===== src/rtl/core/euzr_pkg.sv =====
`timescale 1ns / 1ps
// Shared constants, types and functions for the Euler ZYX to rotation matrix core.
// Holds the quarter-wave sine table built at elaboration. No dependencies.
package euzr_pkg;

    localparam int ANGLE_BITS      = 16;
    localparam int OUT_FRAC_BITS   = 14;
    localparam int SINE_TABLE_BITS = 10;

    localparam int OUT_W   = OUT_FRAC_BITS + 2;
    localparam int WF      = 30;
    localparam int TRIG_W  = WF + 2;
    localparam int PROD_W  = 2 * TRIG_W;
    localparam int SUM_W   = TRIG_W + 1;
    localparam int TAB_Q   = 1 << SINE_TABLE_BITS;
    localparam int IDX_W   = SINE_TABLE_BITS + 1;
    localparam int ROM_W   = WF + 1;
    localparam int RB      = ANGLE_BITS - 2;
    localparam int DROP_SH = (RB > SINE_TABLE_BITS) ? RB - SINE_TABLE_BITS : 0;
    localparam int FILL_SH = (RB > SINE_TABLE_BITS) ? 0 : SINE_TABLE_BITS - RB;
    localparam int OUT_SH  = WF - OUT_FRAC_BITS;
    localparam int QDEPTH  = 4;
    localparam int QPTR_W  = $clog2(QDEPTH);
    localparam int QCNT_W  = QPTR_W + 1;

    localparam logic [63:0] HALF_PI_W = 64'd1686629713;
    localparam logic [63:0] ONE_W     = 64'd1 << WF;
    localparam logic [63:0] HALF_W    = 64'd1 << (WF - 1);

    typedef logic [ROM_W-1:0] sine_rom_t [0:TAB_Q];

    typedef struct packed {
        logic signed [TRIG_W-1:0] sy;
        logic signed [TRIG_W-1:0] cy;
        logic signed [TRIG_W-1:0] sp;
        logic signed [TRIG_W-1:0] cp;
        logic signed [TRIG_W-1:0] sr;
        logic signed [TRIG_W-1:0] cr;
    } trig_t;

    typedef struct packed {
        logic              empty;
        logic [QCNT_W-1:0] count;
    } q_status_t;

    function automatic logic [63:0] series_term(input logic [63:0] p, input int d);
        logic [63:0] q;
        unique case (d)
            0:       q = p / 210;
            1:       q = p / 156;
            2:       q = p / 110;
            3:       q = p / 72;
            4:       q = p / 42;
            5:       q = p / 20;
            default: q = p / 6;
        endcase
        return q;
    endfunction

    function automatic sine_rom_t build_sine_rom();
        sine_rom_t   rom;
        logic [63:0] x;
        logic [63:0] x2;
        logic [63:0] t;
        logic [63:0] p;
        logic [63:0] s;
        for (int i = 0; i <= TAB_Q; i++) begin
            x  = (64'(i) * HALF_PI_W + 64'(TAB_Q >> 1)) >> SINE_TABLE_BITS;
            x2 = (x * x + HALF_W) >> WF;
            t  = ONE_W;
            for (int d = 0; d < 7; d++) begin
                p = (x2 * t + HALF_W) >> WF;
                t = ONE_W - series_term(p, d);
            end
            s = (x * t + HALF_W) >> WF;
            if (s > ONE_W) begin
                s = ONE_W;
            end
            rom[i] = s[ROM_W-1:0];
        end
        rom[0]     = '0;
        rom[TAB_Q] = ONE_W[ROM_W-1:0];
        return rom;
    endfunction

    localparam sine_rom_t SINE_ROM = build_sine_rom();

    // Quadrant fold: returns {negate, table index}.
    function automatic logic [IDX_W:0] sine_index(input logic [ANGLE_BITS-1:0] a);
        logic [1:0]  quad;
        logic [31:0] r;
        logic [31:0] k;
        quad = a[ANGLE_BITS-1 -: 2];
        r    = 32'(a[RB-1:0]);
        if (RB > SINE_TABLE_BITS) begin
            k = (r + (32'd1 << ((DROP_SH > 0) ? DROP_SH - 1 : 0))) >> DROP_SH;
        end else begin
            k = r << FILL_SH;
        end
        if (k > 32'(TAB_Q)) begin
            k = 32'(TAB_Q);
        end
        if (quad[0]) begin
            k = 32'(TAB_Q) - k;
        end
        return {quad[1], k[IDX_W-1:0]};
    endfunction

    function automatic logic signed [TRIG_W-1:0] mul_round(
        input logic signed [PROD_W-1:0] p
    );
        logic signed [PROD_W-1:0] v;
        v = (p + (PROD_W'(1) <<< (WF - 1))) >>> WF;
        return v[TRIG_W-1:0];
    endfunction

    function automatic logic [OUT_W-1:0] to_out(input logic signed [SUM_W-1:0] v);
        logic signed [SUM_W:0] e;
        logic signed [SUM_W:0] lim;
        e   = (SUM_W + 1)'(v);
        lim = (SUM_W + 1)'(1) <<< OUT_FRAC_BITS;
        if (OUT_SH > 0) begin
            e = (e + ((SUM_W + 1)'(1) <<< ((OUT_SH > 0) ? OUT_SH - 1 : 0))) >>> OUT_SH;
        end
        if (e > lim) begin
            e = lim;
        end
        if (e < -lim) begin
            e = -lim;
        end
        return e[OUT_W-1:0];
    endfunction

endpackage


===== src/rtl/core/euzr_queue.sv =====
`timescale 1ns / 1ps
// Short FIFO of trig sets between front and back end.
// Depends on euzr_pkg.
module euzr_queue (
    input  logic                clk,
    input  logic                rst_n,
    input  logic                push,
    input  euzr_pkg::trig_t     push_data,
    input  logic                pop,
    output euzr_pkg::trig_t     head,
    output euzr_pkg::q_status_t stat
);
    import euzr_pkg::*;

    trig_t             mem [0:QDEPTH-1];
    logic [QPTR_W-1:0] wr_ptr_reg;
    logic [QPTR_W-1:0] wr_ptr_next;
    logic [QPTR_W-1:0] rd_ptr_reg;
    logic [QPTR_W-1:0] rd_ptr_next;
    logic [QCNT_W-1:0] count_reg;
    logic [QCNT_W-1:0] count_next;
    logic              do_pop;

    assign do_pop      = pop && (count_reg != '0);
    assign wr_ptr_next = push ? wr_ptr_reg + 1'b1 : wr_ptr_reg;
    assign rd_ptr_next = do_pop ? rd_ptr_reg + 1'b1 : rd_ptr_reg;
    assign count_next  = count_reg + QCNT_W'(push) - QCNT_W'(do_pop);

    always_ff @(posedge clk or negedge rst_n)
    begin
        if (!rst_n)
        begin
            wr_ptr_reg <= '0;
            rd_ptr_reg <= '0;
            count_reg  <= '0;
        end
        else
        begin
            wr_ptr_reg <= wr_ptr_next;
            rd_ptr_reg <= rd_ptr_next;
            count_reg  <= count_next;
        end
    end

    always_ff @(posedge clk)
    begin
        if (push)
        begin
            mem[wr_ptr_reg] <= push_data;
        end
    end

    assign head       = mem[rd_ptr_reg];
    assign stat.count = count_reg;
    assign stat.empty = (count_reg == '0);
endmodule


===== config.mk =====
export PLATFORM = sky130hd
export DESIGN_NAME = euzr_queue
export DESIGN_NICKNAME = d
export VERILOG_FILES = /design/src/rtl/core/euzr_pkg.sv /design/src/rtl/core/euzr_queue.sv
export SDC_FILE = /design/constraint.sdc
export NUM_CORES = 1
export LEC_CHECK = 0
export BUFFER_PORTS_ARGS = -buffer_cell sky130_fd_sc_hd__buf_2
export CAP_MARGIN = 20
export CORE_MARGIN = 2
export CORE_UTILIZATION = 61
export DETAILED_ROUTE_END_ITERATION = 8
export PLACE_DENSITY = 0.89
export SLEW_MARGIN = 20
export SYNTH_ARGS = -nofsm -noshare
export SYNTH_HDL_FRONTEND = slang
export SYNTH_SLANG_ARGS = --single-unit

===== constraint.sdc =====
create_clock -name clk -period 17.8 [get_ports clk]
set_input_delay 0.89 -clock clk [delete_from_list [all_inputs] [get_ports clk]]
set_output_delay 0.89 -clock clk [all_outputs]
set_load 0.01 [all_outputs]

# == After elaboration in Yosys (flattened, before gate mapping) ==
# Memory sizes are Yosys's and may differ from the RTL's.
# Index checks and enable logic that the tools add are counted.
# totals
ram_bits,768
reg_bits,7
elab_cells,13
output_inout_bits,196
memories,1
# classes
reduce_logical,3
mux,2
addsub,4
# memory_table
memory,depth,word_bits,rd,rd_ports_with_merged_regs,write_ports,line,text
mem,4,192,1,0,1,euzr_queue.sv:15,trig_t mem [0:QDEPTH-1];
# op_table
op,n
adder 2 x 1 -> 2 bit (second input constant),2
adder 3 x 1 -> 3 bit,1
logical NOT 3 bit,1
nonzero test 3 bit,1
subtractor 3 x 1 -> 3 bit,1
2-to-1 mux 1 bit,2
logical AND 1 bit,1

# == Depth between registers and ports, before layout ==
# Gate-level depths: netlist of the first run.
# logic_depth
word_depth,3
ltp_mapped,9

# == Worst setup path after synthesis of the first run ==
# No wires, ideal clock.
# synth_path
path_kind,in2reg
start,input push
end,memory mem[0][0] in the netlist's numbering (enable)
required_time_ns,17.225
arrival_time_ns,5.249
path_stages,1
slack_ns,11.976
setup_time_ns,0.575
cell_sequence,and2_1
# synth_via
elab_chain_len,2
# synth_rtl
element,line,text
start: declaration,euzr_queue.sv:7,"input logic push,"
2-to-1 mux 1 bit,euzr_queue.sv:47,if (push)
2-to-1 mux 1 bit (not written as such),euzr_queue.sv:49,mem[wr_ptr_reg] <= push_data;
end: declaration,euzr_queue.sv:15,
# Every way passes these cells.

==> reports/metrics.csv, run 1 <==
stage;metric;value;unit
status;status;completed;
grt;first-pass GRT wire length;90700;microns
die;IO Count;392;
cells_and_area;Largest register FFs;768;
power;power per cell area;171;nW/um^2
synth;xor and xnor area share after synthesis;0.00156;
cells_and_area;post-layout util;0.726;
placed_design;buffers added on ports;391;
cts;Root Driver;clkbuf_16;
cts;CTS Sinks;775;
critical_path;Arr. time, crit path;3.83;ns
grt;Tot GR Track Use;0.268;
critical_path;cells on worst reg2reg path;5;
route;Iter 0 DRT Violations;1468;
min_path;Hold WC Path Type;in -> async;
cts;CTS Buf Count;73;
cells_and_area;share of post-route cells with drive strength above 1;0.459;
cts;postcts setup bufs;0;
timing;Hold Slack;0.126;ns
cells_and_area;nets@finish;1679;
synth;post-synthesis cell count;1038;
synth;combinational family with the most area after synthesis;multiplexers;
cts;htree depth;3;
timing;Tightest Pin Transition;1.09;ns
die;Row Count;78;
route;via count;13200;
synth;Cell variety after synth;19;
route;DRC viols;0;
grt;global route overflow;0;
synth;Avg Inst Size Synth;27.1;sq um
power;Clk pwr share;0.271;
timing;Final Hold Viols;0;
power;P_int;3.98;mW
synth;FF+latch count, synth;775;
synth;post-synthesis compound-gate area fraction;0.000757;
route;final WL;63000;microns
cts;CTS Buffer Depth;3;
timing;Setup Viol. Count Final;0;
die;DIE WIDTH;219;microns
cells_and_area;design area;33000;sq um
synth;sequential-to-total area share from yosys stat;0.827;
critical_path;reg-to-reg slack, setup;14.75;ns
timing;Slew Viols, Final;0;
power;leak pwr;11.3;nW
critical_path;end of the critical path;head[65];
critical_path;CP endpoint kind;primary output;
route;WL/cell;29.4;microns
grt;largest net degree at the start of global routing;71;
timing;skew final;0.0181;ns
critical_path;crit path from;rd_ptr_reg[0];
timing;relative slew slack;0.276;
critical_path;Critical Path RT;16.91;ns
route;Routed Antenna Nets;0;
grt;vias in the first global route;13900;
power;Psw;1.66;mW
timing;RSZ-0062 raised after global routing;no;
critical_path;Critical R2R Launch;wr_ptr_reg[0];
synth;post-synthesis mux area share;0.154;
power;Worst VDD drop;0.000149;V
cts;CTS tree;yes;
placed_design;placed instance area;30600;sq um
synth;Post-Syn Nets;1241;
cts;clk_lat worst skew;0.61;ns
cts;CTS Hold Bufs;0;
timing;min cycle time layout;4.72;ns
placed_design;DP HPWL;35200;microns
timing;Max Freq;0.212;GHz
die;total die area;47800;sq um
run;max-capacitance violation count;0;
synth;Post-Syn Area;28100;sq um
grt;initial antenna violation count;14;
synth;adder-cell area share of the yosys netlist;0.00338;
critical_path;Setup CP Type;reg -> out;
timing;setup tns final;0;ns
route;vias per inst;6.14;
cells_and_area;area grow syn2layout;17.5;%
synth;Post-Synth Simple-Gate Area;0.00120;
die;Initial Util;0.618;
placed_design;Placer Congestion;0.773;
die;Core Region;45500;sq um
power;Comb pwr share;0.278;
power;sequential share of power;0.451;
cts;Clock transition at path regs;0.06;ns
route;Pre-Repair DR Iteration Count;7;
synth;Yosys warning count;0;
critical_path;Critical Path Fanout Max;49;
power;switching share of power;0.295;
critical_path;Startpoint Class;flip-flop;
timing;Final Cycle Share;0.265;
critical_path;r2r endpoint;mem[0][78];
cts;post_cts resized;0;
die;Die Y;219;microns
==> metrics by stage <==
step	total power [mW]	worst slack [ns]	std cells
finish	5.65	13.08	2144
global route	5.85	12.71	2138
CTS	5.69	12.38	2130
detailed placement	4.11	13.07	2000
global placement	4.05	13.08	2000
floorplan	3.59	11.98	1038
==> power groups by stage <==
stage	logic [mW]	registers, mW	clock network [mW]
detailed placement	1.53	2.59	0
finish	1.57	2.54	1.53
global route	1.66	2.57	1.62
global placement	1.49	2.55	0
CTS	1.56	2.57	1.55
floorplan	1.05	2.54	0
==> cell type report <==
type                            instances  area [sq um]
Inverter                                7          26.3
Tap cell                              600           751
Sequential cell                       775         23200
Clock buffer                           93          2030
Multi-Input combinational cell        213          4530
Timing Repair Buffer                  406          2090
Clock inverter                         37           330
Antenna cell                           13          32.5
Fill cell                            2436         12400
==> cells in the final DEF, fill, tap and decap left out, types with 7 or more instances in the layout <==
| cell type | n |
|---|---|
| edfxtp_1 | 768 |
| buf_2 | 391 |
| mux4_2 | 192 |
| clkbuf_16 | 79 |
| clkinv_1 | 18 |
| clkbuf_1 | 14 |
| buf_4 | 14 |
| diode_2 | 13 |
| clkinv_2 | 8 |
| inv_1 | 7 |
==> logic make-up (layout without fill, tap and decap cells) <==
group           Yosys count  in the layout
other cells               0             13
buf+inv                  50            543
flops                   775            775
simple gates              6              6
fa+ha+maj                 7              7
mux                     192            192
compound gates            3              3
xor+xnor                  5              5
==> metal layers <==
metal	routed length (microns)	share of wire	GRT usage	up-vias
li1	-	-	-	5414
met1	21900	0.35	0.333	6883
met2	33700	0.54	0.461	741
met3	5570	0.088	0.0706	117
met4	1790	0.028	0.0912	6
met5	46	0.00073	0	-
==> worst min-delay path by stage <==
stage                  start       endpoint  cells after the start
2_1_floorplan  wr_ptr_reg[0]  wr_ptr_reg[0]                      1
3_3_place_gp   wr_ptr_reg[0]  wr_ptr_reg[0]                      1
3_5_place_dp   wr_ptr_reg[0]  wr_ptr_reg[0]                      1
4_1_cts                rst_n   count_reg[0]                      1
5_1_grt                rst_n   count_reg[2]                      1
6_report               rst_n   count_reg[0]                      1
==> critical path: stages, from the launching register on <==
cell	delay (ns)
dfrtp_4	0.68
buf_4	0.82
buf_4	0.83
mux4_2	0.65
buf_2	0.17
==> synthesized netlist by cell type (all sizes together) <==
| master | count | share of area |
|---|---|---|
| and2 | 4 | 0.00089 |
| buf | 40 | 0.011 |
| clkbuf | 3 | 0.00040 |
| dfrtp | 7 | 0.0062 |
| edfxtp | 768 | 0.82 |
| fa | 1 | 0.00071 |
| ha | 6 | 0.0027 |
| inv | 7 | 0.00093 |
| mux4 | 192 | 0.15 |
| nand2 | 1 | 0.00013 |
| nor3 | 1 | 0.00018 |
| o21ai | 1 | 0.00018 |
| o311ai | 1 | 0.00031 |
| o31ai | 1 | 0.00027 |
| xnor2 | 4 | 0.0012 |
| xor2 | 1 | 0.00031 |
(Power assumes the default switching activity.)
==> inputs of run 2 (changes only) <==
--- a/config.mk
+++ b/config.mk
@@ -8,9 +8,9 @@
 export BUFFER_PORTS_ARGS = -buffer_cell sky130_fd_sc_hd__buf_2
 export CAP_MARGIN = 20
 export CORE_MARGIN = 2
-export CORE_UTILIZATION = 61
+export CORE_UTILIZATION = 57
 export DETAILED_ROUTE_END_ITERATION = 8
-export PLACE_DENSITY = 0.89
+export PLACE_DENSITY = 0.84
 export SLEW_MARGIN = 20
 export SYNTH_ARGS = -nofsm -noshare
 export SYNTH_HDL_FRONTEND = slang
==> constraint.sdc (replaced) <==
create_clock -name clk -period 4.7 [get_ports clk]
set_input_delay 0.235 -clock clk [delete_from_list [all_inputs] [get_ports clk]]
set_output_delay 0.235 -clock clk [all_outputs]
set_load 0.01 [all_outputs]
==> reports/metrics.csv, run 2 (synthesis gave the netlist of run 1 again) <==
stage;metric;value;unit;change
status;status;completed;;
placed_design;Placer Congestion;0.749;;-3.0%
route;via count;14000;;+6.0%
cts;CTS Sinks;775;;unchanged
cts;CTS Buf Count;76;;+4.1%
timing;skew final;0.00978;ns;-0.00829 ns
timing;Max Freq;0.314;GHz;
die;Core Region;48800;sq um;+7.4%
timing;setup tns final;0;ns;unchanged
grt;GRT busiest layer;met2;;
die;Die Y;226;microns;+3.4%
cts;CTS Hold Bufs;196;;+196
timing;relative slew slack;0.269;;-0.00682
grt;grt met3 use;0.0729;;+0.00230
timing;Final Cycle Share;0.677;;
grt;global route overflow;0;;unchanged
cts;postcts setup bufs;0;;unchanged
timing;Final Hold Viols;0;;unchanged
grt;initial antenna violation count;6;;-8
cts;Root Driver;clkbuf_16;;
route;Iter 0 DRT Violations;1393;;-5.1%
route;final WL;66100;microns;+4.9%
route;DRC viols;0;;unchanged
cells_and_area;share of post-route cells with drive strength above 1;0.410;;-0.0480
cts;clk_lat worst skew;0.61;ns;about the same
die;total die area;51100;sq um;+6.9%
route;Routed Antenna Nets;0;;unchanged
cells_and_area;commonest cells after routing, fill and taps aside;edfxtp_1, buf_2, dlygate4sd3_1, mux4_2, clkbuf_16;;
placed_design;DP HPWL;33400;microns;-5.4%
power;Worst VDD drop;0.000569;V;+280%
cts;Clock transition at path regs;0.06;ns;about the same
critical_path;CP endpoint kind;primary output;;
cts;CTS tree;yes;;
cts;post_cts resized;0;;unchanged
timing;Hold Slack;0.378;ns;+0.252 ns
timing;Setup Viol. Count Final;0;;unchanged
run;max-capacitance violation count;0;;unchanged
critical_path;Critical Path RT;4.47;ns;-12.44 ns
grt;vias in the first global route;14900;;+6.8%
timing;Slew Viols, Final;0;;unchanged
timing;RSZ-0062 raised after global routing;no;;
grt;M1 GR Usage;0.322;;-0.0110
route;Pre-Repair DR Iteration Count;5;;-2
cts;htree depth;3;;unchanged
critical_path;Critical Path Fanout Max;41;;-16%
die;IO Count;392;;unchanged
cts;CTS Buffer Depth;3;;unchanged
timing;Tightest Pin Transition;1.10;ns;+0.0102 ns
timing;min cycle time layout;3.18;ns;
placed_design;buffers added on ports;391;;unchanged
grt;largest net degree at the start of global routing;99;;+39%
route;vias per inst;5.80;;-5.6%
grt;met2 Resource Use GR;0.450;;-0.0112
critical_path;Arr. time, crit path;2.95;ns;-0.88 ns
power;leak pwr;12.2;nW;+8.2%
die;Initial Util;0.576;;-0.0427
power;power per cell area;621;nW/um^2;+260%
cells_and_area;Layout fillers;2653;;+8.9%
cells_and_area;area grow syn2layout;25.7;%;
cells_and_area;nets@finish;1883;;+12%
grt;Tot GR Track Use;0.263;;-0.00500
critical_path;Setup CP Type;reg -> out;;
cells_and_area;commonest non-fill, non-tap cell in the layout;edfxtp_1;;
cells_and_area;Largest register FFs;768;;unchanged
route;WL/cell;27.5;microns;-6.5%
die;DIE WIDTH;226;microns;+3.4%
grt;first-pass GRT wire length;95900;microns;+5.7%
critical_path;Startpoint Class;flip-flop;;
die;Row Count;81;;+3.8%
min_path;Hold WC Path Type;in -> reg;;
run 2: per-layer routing:
layer | share of wire | vias to the layer above
li1 | - | 5813
met1 | 0.35 | 7269
met2 | 0.53 | 737
met3 | 0.083 | 130
met4 | 0.036 | 2
met5 | 0.00020 | -
run 2: worst paths after layout:
check | startpoint | to | slack, ns | cells after the start
min | push_data[113] | mem[0][113] | 0.38 | 2
min in group asynchronous | rst_n | count_reg[2] | 0.58 | 3
min reg2reg | wr_ptr_reg[0] | wr_ptr_reg[0] | 0.55 | 1
max reg2reg | count_reg[1] | count_reg[2] | 2.18 | 9
max in group asynchronous | rst_n | rd_ptr_reg[1] | 3.86 | 3
max | rd_ptr_reg[0] | head[89] | 1.52 | 3
run 2: per-stage QoR:
stage	setup WS (ns)	cells	instance area, sq um	total power [mW]	utilization
2_1_floorplan	1.29	1038	28100	13.5	-
3_3_place_gp	2.14	2070	30900	15.5	0.633
3_5_place_dp	2.13	2070	30900	15.7	0.633
4_1_cts	1.45	2401	35300	21.9	0.723
5_1_grt	1.34	2405	35300	22.7	0.723
6_report	1.52	2407	35300	21.9	0.723
run 2: report_power, final:
part | leakage (nW) | switching (mW) | internal, mW | total (mW)
clock | 1.20 | 2.52 | 3.53 | 6.05
combinational | 3.85 | 3.46 | 2.84 | 6.30
sequential | 7.13 | 0.546 | 9.05 | 9.59
run 2: worst max-delay path, cell delays in order, from the launching register on:
cell     delay (ns)
dfrtp_4        1.03
buf_4          0.50
mux4_2         0.60
buf_2          0.17
run 2: final cells by class:
cell class,instances,area (sq um),area share
multi-input combinational,213,4530,0.128
clock inverter,37,415,0.0118
clock buffer,98,2050,0.0580
inverter,7,26.3,0.000743
antenna,6,15.0,0.000425
timing repair buffer,607,4230,0.120
tap,664,831,0.0235
sequential,775,23200,0.658
